==> src/design/clte_pkg.sv <==
// ----------------------------------------------------------------------------
// clte_pkg: shared types for the convolution layer training engine
// Action codes, controller/datapath command and status structs, default
// geometry and saturation helpers.
// ----------------------------------------------------------------------------
package clte_pkg;

  // default geometry
  localparam int DEF_IN_CHANNELS  = 4;
  localparam int DEF_IN_SIZE      = 16;
  localparam int DEF_KERNEL_SIZE  = 3;
  localparam int DEF_OUT_CHANNELS = 8;

  // learning rate after reset, unsigned Q0.16
  localparam logic [15:0] LR_RESET = 16'd655;

  // item actions
  typedef enum logic [2:0] {
    ACT_LOAD_IN  = 3'd0,
    ACT_LOAD_W   = 3'd1,
    ACT_FWD      = 3'd2,
    ACT_GRAD     = 3'd3,
    ACT_READ     = 3'd4,
    ACT_CLR_GRAD = 3'd5,
    ACT_UPDATE   = 3'd6,
    ACT_CLR_ACC  = 3'd7
  } act_t;

  // controller to datapath
  typedef struct packed {
    logic latch;       // capture the accepted item
    logic issue;       // one tap or sweep step at the current count
    logic init;        // step belongs to the post-reset clearing pass
    logic load_write;  // write a loaded element or weight
    logic emit;        // load the output register
  } cmd_t;

  // datapath to controller
  typedef struct packed {
    act_t act;
    logic range_ok;
    logic busy;
    logic has_result;
    logic out_stall;
  } status_t;

  // saturate a 33-bit sum to 32 bits; bit 32 of the result flags saturation
  function automatic logic [32:0] sat32(input logic signed [32:0] v);
    logic [32:0] r;
    if (v > 33'sh0_7FFF_FFFF) begin
      r = {1'b1, 32'h7FFF_FFFF};
    end else if (v < -33'sh0_8000_0000) begin
      r = {1'b1, 32'h8000_0000};
    end else begin
      r = {1'b0, v[31:0]};
    end
    return r;
  endfunction

  // saturate a 22-bit difference to 16 bits; bit 16 flags saturation
  function automatic logic [16:0] sat16w(input logic signed [21:0] v);
    logic [16:0] r;
    if (v > 22'sd32767) begin
      r = {1'b1, 16'h7FFF};
    end else if (v < -22'sd32768) begin
      r = {1'b1, 16'h8000};
    end else begin
      r = {1'b0, v[15:0]};
    end
    return r;
  endfunction

endpackage

==> src/design/clte_ctrl.sv <==
// ----------------------------------------------------------------------------
// clte_ctrl: sequencer of the convolution layer training engine
// Accepts items, steps tap and sweep counts and decides when a result leaves.
// ----------------------------------------------------------------------------
module clte_ctrl #(
  parameter int IN_CHANNELS  = 4,
  parameter int IN_SIZE      = 16,
  parameter int KERNEL_SIZE  = 3,
  parameter int OUT_CHANNELS = 8,
  parameter int COUNT_W      = 10
) (
  input  logic                 clk,
  input  logic                 rst,
  input  logic                 in_valid,
  output logic                 in_ready,
  output clte_pkg::cmd_t       cmd,
  input  clte_pkg::status_t    status,
  output logic [COUNT_W-1:0]   count
);
  import clte_pkg::*;

  localparam int TAPS      = IN_CHANNELS * KERNEL_SIZE * KERNEL_SIZE;
  localparam int IN_DEPTH  = IN_CHANNELS * IN_SIZE * IN_SIZE;
  localparam int W_DEPTH   = OUT_CHANNELS * TAPS;
  localparam int MAX_DEPTH = (IN_DEPTH > W_DEPTH) ? IN_DEPTH : W_DEPTH;

  typedef enum logic [2:0] {
    S_INIT, S_IDLE, S_DECODE, S_RUN, S_DRAIN, S_FINISH
  } state_t;

  state_t             state;
  logic [COUNT_W-1:0] last;

  // command decode
  always_comb begin
    in_ready       = (state == S_IDLE);
    cmd.latch      = (state == S_IDLE) && in_valid;
    cmd.issue      = (state == S_RUN) || (state == S_INIT);
    cmd.init       = (state == S_INIT);
    cmd.load_write = (state == S_DECODE) && status.range_ok &&
                     ((status.act == ACT_LOAD_IN) || (status.act == ACT_LOAD_W));
    cmd.emit       = (state == S_FINISH) && status.has_result && !status.out_stall;
  end

  // state, count and sweep length
  always_ff @(posedge clk) begin
    if (rst) begin
      state <= S_INIT;
      count <= '0;
      last  <= COUNT_W'(MAX_DEPTH - 1);
    end else begin
      case (state)
        S_INIT: begin
          count <= count + 1'b1;
          if (count == last) begin
            count <= '0;
            state <= S_IDLE;
          end
        end
        S_IDLE: begin
          if (in_valid) begin
            state <= S_DECODE;
          end
        end
        S_DECODE: begin
          count <= '0;
          case (status.act)
            ACT_LOAD_IN, ACT_LOAD_W: begin
              state <= status.range_ok ? S_IDLE : S_FINISH;
            end
            ACT_FWD, ACT_GRAD: begin
              last  <= COUNT_W'(TAPS - 1);
              state <= status.range_ok ? S_RUN : S_FINISH;
            end
            ACT_READ: begin
              last  <= '0;
              state <= status.range_ok ? S_RUN : S_FINISH;
            end
            ACT_CLR_GRAD: begin
              last  <= COUNT_W'(IN_DEPTH - 1);
              state <= S_RUN;
            end
            ACT_UPDATE, ACT_CLR_ACC: begin
              last  <= COUNT_W'(W_DEPTH - 1);
              state <= S_RUN;
            end
            default: state <= S_IDLE;
          endcase
        end
        S_RUN: begin
          count <= count + 1'b1;
          if (count == last) begin
            state <= S_DRAIN;
          end
        end
        S_DRAIN: begin
          if (!status.busy) begin
            state <= S_FINISH;
          end
        end
        S_FINISH: begin
          if (!status.has_result || !status.out_stall) begin
            state <= S_IDLE;
          end
        end
        default: state <= S_IDLE;
      endcase
    end
  end

endmodule

==> config.mk <==
export PLATFORM = sky130hd
export DESIGN_NAME = clte_ctrl
export DESIGN_NICKNAME = d
export VERILOG_FILES = /design/src/design/clte_pkg.sv /design/src/design/clte_ctrl.sv
export SDC_FILE = /design/constraint.sdc
export NUM_CORES = 1
export LEC_CHECK = 0
export BUFFER_PORTS_ARGS = -buffer_cell sky130_fd_sc_hd__buf_2
export CAP_MARGIN = 20
export CORE_ASPECT_RATIO = 1.1
export CORE_MARGIN = 1.5
export CORE_UTILIZATION = 52
export DETAILED_ROUTE_END_ITERATION = 16
export PLACE_DENSITY = 0.86
export REMOVE_ABC_BUFFERS = 1
export SETUP_SLACK_MARGIN = 0.02
export SYNTH_ARGS = -nofsm -noshare
export SYNTH_HDL_FRONTEND = slang
export SYNTH_SLANG_ARGS = --single-unit
==> constraint.sdc <==
create_clock -name clk -period 2.3 [get_ports clk]
set_input_delay 0.46 -clock clk [delete_from_list [all_inputs] [get_ports clk]]
set_output_delay 0.46 -clock clk [all_outputs]
set_load 0.03 [all_outputs]
# Word-level counts from Yosys, hierarchy flattened
# Index checks and enable logic that the tools add are counted.
# Widths: inputs -> output; s select.
dict set report op_classes {
  muxes 12
  add_sub_neg 1
  eq_ne 18
  n_reduce_logical 21
}
# operator count
set ops {}
lappend ops {{$pmux 10 s4} 1}
lappend ops {{$pmux 10 s3} 1}
lappend ops {{$mux 3} 7}
lappend ops {{$eq 3x3->1 const B} 6}
lappend ops {{$pmux 3 s6} 1}
lappend ops {{$eq 3x2->1 const B} 4}
lappend ops {{$add 10x1->10 const B} 1}
lappend ops {{$eq 10x10->1} 1}
lappend ops {{$mux 10} 1}
lappend ops {{$pmux 3 s3} 1}
lappend ops {{$eq 3x1->1 const B} 2}
lappend ops {{$logic_not 3->1} 2}
lappend ops {{$ne 2x1->1 const B} 3}
lappend ops {{$reduce_or 2->1} 3}
lappend ops {{$reduce_or 3->1} 2}
lappend ops {{$logic_and 1x1->1} 5}
lappend ops {{$reduce_and 5->1} 1}
lappend ops {{$ne 2x2->1 const B} 2}
lappend ops {{$reduce_bool 4->1} 1}
lappend ops {{$logic_or 1x1->1} 3}
lappend ops {{$reduce_bool 3->1} 1}
lappend ops {{$logic_not 1->1} 2}
lappend ops {{$reduce_and 2->1} 1}
dict set report totals {
  in_bits 10
  register_bits 23
}

# Depth between registers and ports, before layout
dict set report logic_depth {
  depth_word 4
  mapped_depth 6
  mapped_depth_nobuf 6
}

# Least setup slack after synthesis
# OpenSTA, ideal clock, no wires.
dict set report synth_timing {
  path_type {register -> register}
  startpoint {register count[0]}
  endpoint {register count[6]}
  path_slack_ps 306
  arrival_ps 1935
  setup_time_ps 59
  required_time_ps 2241
  stages_incl_launch_ff 7
  path_cell_list {dfxtp_1 > ha_1 > nand3_1 > or2_2 > or4_1 > a21boi_0 > a31o_2}
}
dict set report synth_via {
  elab_chain_cells 3
  elab_cells_between_ends 4
}
# element line_no
set synth_rtl {}
lappend synth_rtl {{start: declaration} clte_ctrl.sv:18} ;# output logic [COUNT_W-1:0] count
lappend synth_rtl {{start signal: assignment} clte_ctrl.sv:54} ;# count <= count + 1'b1;
lappend synth_rtl {{start signal: assignment} clte_ctrl.sv:91} ;# count <= count + 1'b1;
lappend synth_rtl {{$add 10x1->10 / $eq 10x10->1 (equally long branches)} {clte_ctrl.sv:54, clte_ctrl.sv:91, clte_ctrl.sv:55}}
lappend synth_rtl {{$mux 10} clte_ctrl.sv:55} ;# if (count == last) begin
lappend synth_rtl {{$pmux 10 s3 *} clte_ctrl.sv:52} ;# case (state)
# Every way passes the cells marked *; elsewhere a longest branch is shown, timed or not.
# A chain may end at the register's enable or synchronous reset.

==> results_dict.tcl <==
set metrics [dict create \
    status "finished clean" \
    yosysWarnings 0 \
    die-height_um 51.7 \
    vias 1153 \
    dpl.hpwl_mm 1.90 \
    hold_path.class "primary input to register" \
    cts_sinks 17 \
    cp_max_fo 7 \
    cts_hold_buffers 0 \
    finalWirelength_mm 2.51 \
    clkSlewWorstSetupHoldPaths_ns 0.10 \
    detail_route.iter0.violations 29 \
    num_antenna_cells 0 \
    worst-slew-pin-transition_ns 0.567 \
    clock_root_buffer "sky130_fd_sc_hd__clkbuf_4" \
    critical_path_arrival_ns 1.63 \
    place.gp.congestion 0.884 \
    max_cap_violations 0 \
    ys_top_cells_by_area "sky130_fd_sc_hd__dfxtp_1 30%, sky130_fd_sc_hd__o21ai_0 4.0%, sky130_fd_sc_hd__nand2_1 4.0%, sky130_fd_sc_hd__a21oi_1 3.6%, sky130_fd_sc_hd__nand3_1 3.6%" \
    clk_latency_ns 0.30 \
    most-common-layout-cells "25 x sky130_fd_sc_hd__buf_2, 17 x sky130_fd_sc_hd__dfxtp_1, 12 x sky130_fd_sc_hd__nand2_1" \
    maxClockFrequency_mhz 478 \
    holdCritStartpoint "status[4]" \
    peakVddDrop_mv 0.688 \
    slew_headroom_pct 62.0 \
    grt_antenna_before_repair 0 \
    via_count_of_the_first_global_routing_pass 964 \
    cell_count_after_synthesis 143 \
    synthesis.area_um2 1120 \
    overflow 0 \
    fin_crit_ns 2.09 \
    worst_ep_required_time_ns 1.84 \
    floorplan.die_area_um2 2440 \
    tritoncts "built" \
    area_growth_syn_to_layout_pct 13.2 \
    first_pass_grt_wire_length_mm 4.22 \
    cp-end-kind "output port" \
    fraction_of_the_yosys_area_taken_by_sequential_cells_pct 30.4 \
    start_kind "register" \
    fin_tns_setup_ns 0 \
    number_of_iterations_in_the_first_detailed_routing_pass 4 \
    port_buffers 25 \
    mostFrequentLayoutCell "sky130_fd_sc_hd__buf_2" \
    post-synth-top-area-cell "sky130_fd_sc_hd__dfxtp_1" \
    route.detailed.drc 0 \
    synth_async_sr_flop_share_pct 0 \
    drt-vias-per-instance 5.94 \
    power.density_cell_area_nw_per_um2 895 \
    pre_cts_slack_ns 0.386 \
    finalCritPeriodShare_pct 90.9 \
    top_level_ports 26 \
    mean_syn_cell_area_um2 7.84 \
    cts_max_level 1 \
    final_hold_viol_count 0 \
    final_critical_path_setup_slack_ns 0.209 \
    synth_largest_type_area_fraction_pct 30.4 \
    synthFlopType "sky130_fd_sc_hd__dfxtp_1" \
    setup_repair_after_global_routing_missed_its_margin "false" \
    initial_core_utilization_pct 55.5 \
    global_route.usage.total_pct 23.6 \
    routed_wire_length_per_instance_um 12.9 \
    number_of_distinct_library_cell_variants_in_the_gate_level_netlist_after_synthesis 45 \
    rows 17 \
    post-route-cell-area_um2 1270 \
    floorplan.die.width_um 47.3 \
    setup.worst_path.start "state[1]" \
    cts_buffers 3 \
    drv_slew 0 \
    skew_ns 0.00449 \
    ff_to_ff_start "state[2]" \
    fp.coreArea_um2 2020 \
    crit_type "register to output port" \
    worst_hold_path.num_cells 3 \
    ant_nets 0 \
    ys_ff_latch 17 \
    share_of_layout_cells_above_drive_strength_1_pct 27.1 \
    detailed_place.area_um2 1240 \
    largest_net_degree_at_the_start_of_global_routing 14 \
    synth_enable_flop_cells 0 \
    final-setup-viol-count 0 \
    clockBufferDepth 2 \
    leakagePower_nw 0.532 \
    fin_nets 178 \
    worst_r2r_path_depth 5 \
]
[state kept, by name (all words and copies together) (netlist names)]
name / count
state: 3
count: 10
last: 4
[per-layer routing]
metal	up-vias	GRT usage [%]	part of all wire, %
li1	576	-	-
met1	533	28.7	43
met2	40	39.4	51
met3	4	4.51	4.7
met4	0	9.26	1.5
met5	-	0	0
[timing repair]
item,CTS,global route
setup buffers,0,0
gates resized for setup,0,2
endpoints found under the setup margin,0,1
[Yosys cell counts (2+ instances only)]
library cell / count
sky130_fd_sc_hd__and3_1: 4
sky130_fd_sc_hd__nand2_1: 12
sky130_fd_sc_hd__xnor2_1: 3
sky130_fd_sc_hd__nand3_1: 8
sky130_fd_sc_hd__o211ai_1: 2
sky130_fd_sc_hd__dfxtp_1: 17
sky130_fd_sc_hd__and2_1: 2
sky130_fd_sc_hd__clkbuf_1: 2
sky130_fd_sc_hd__nor3_1: 8
sky130_fd_sc_hd__nor2_1: 10
sky130_fd_sc_hd__a31o_2: 2
sky130_fd_sc_hd__nand4_1: 3
sky130_fd_sc_hd__nand2b_1: 5
sky130_fd_sc_hd__or4_1: 3
sky130_fd_sc_hd__inv_1: 6
sky130_fd_sc_hd__or2_2: 4
sky130_fd_sc_hd__mux2i_1: 3
sky130_fd_sc_hd__a21oi_1: 8
sky130_fd_sc_hd__a31oi_1: 3
sky130_fd_sc_hd__a21boi_0: 2
sky130_fd_sc_hd__buf_6: 2
sky130_fd_sc_hd__nor4_1: 2
sky130_fd_sc_hd__nor2b_1: 2
sky130_fd_sc_hd__o21ai_0: 9
[path summary, 6_finish.rpt]
kind	to	slack, ns
worst min-delay path	last[1]	0.49
worst min register to register	last[7]	0.50
worst max register to register	count[5]	0.37
worst max-delay path	cmd[3]	0.21
[cells by family after synthesis]
kind of cell,synth area share [%]
AO/OA/AOI/OAI,22.3
XOR/XNOR,2.34
multiplexers,2.68
flip-flops,30.4
AND/OR/NAND/NOR,35.3
adder cells (fa/ha/maj),1.12
buffers and inverters,5.91
[worst max-delay path: stages (launching register included)]
cell	delay, ns
sky130_fd_sc_hd__dfxtp_1	0.45
sky130_fd_sc_hd__inv_1	0.15
sky130_fd_sc_hd__a21oi_2	0.25
sky130_fd_sc_hd__o21ai_1	0.14
sky130_fd_sc_hd__inv_1	0.14
sky130_fd_sc_hd__buf_2	0.21
[through the flow]
stage | utilization [%] | hold WS [ns] | cells | total power [mW]
after floorplan | - | 0.453 | 137 | 0.824
after CTS | 62.6 | 0.483 | 194 | 1.13
after global routing | 62.8 | 0.482 | 194 | 1.22
final | 62.8 | 0.490 | 194 | 1.14
after global placement | 61.2 | 0.482 | 190 | 0.958
after detailed placement | 61.2 | 0.485 | 190 | 0.970
[power by group]
part | internal (mW) | switching [mW] | total (mW)
sequential | 0.340 | 0.0769 | 0.416
clock | 0.0649 | 0.0981 | 0.163
combinational | 0.203 | 0.353 | 0.556
total | 0.608 | 0.528 | 1.14
[cell type report]
type	instances	area [µm²]
sequential	17	340
clock buffer	3	22.5
timing repair buffer	25	125
tap	28	35.0
fill	177	752
clock inverter	1	5.00
multi-input combinational	114	718
inverter	6	22.5
(Power assumes the default switching activity.)
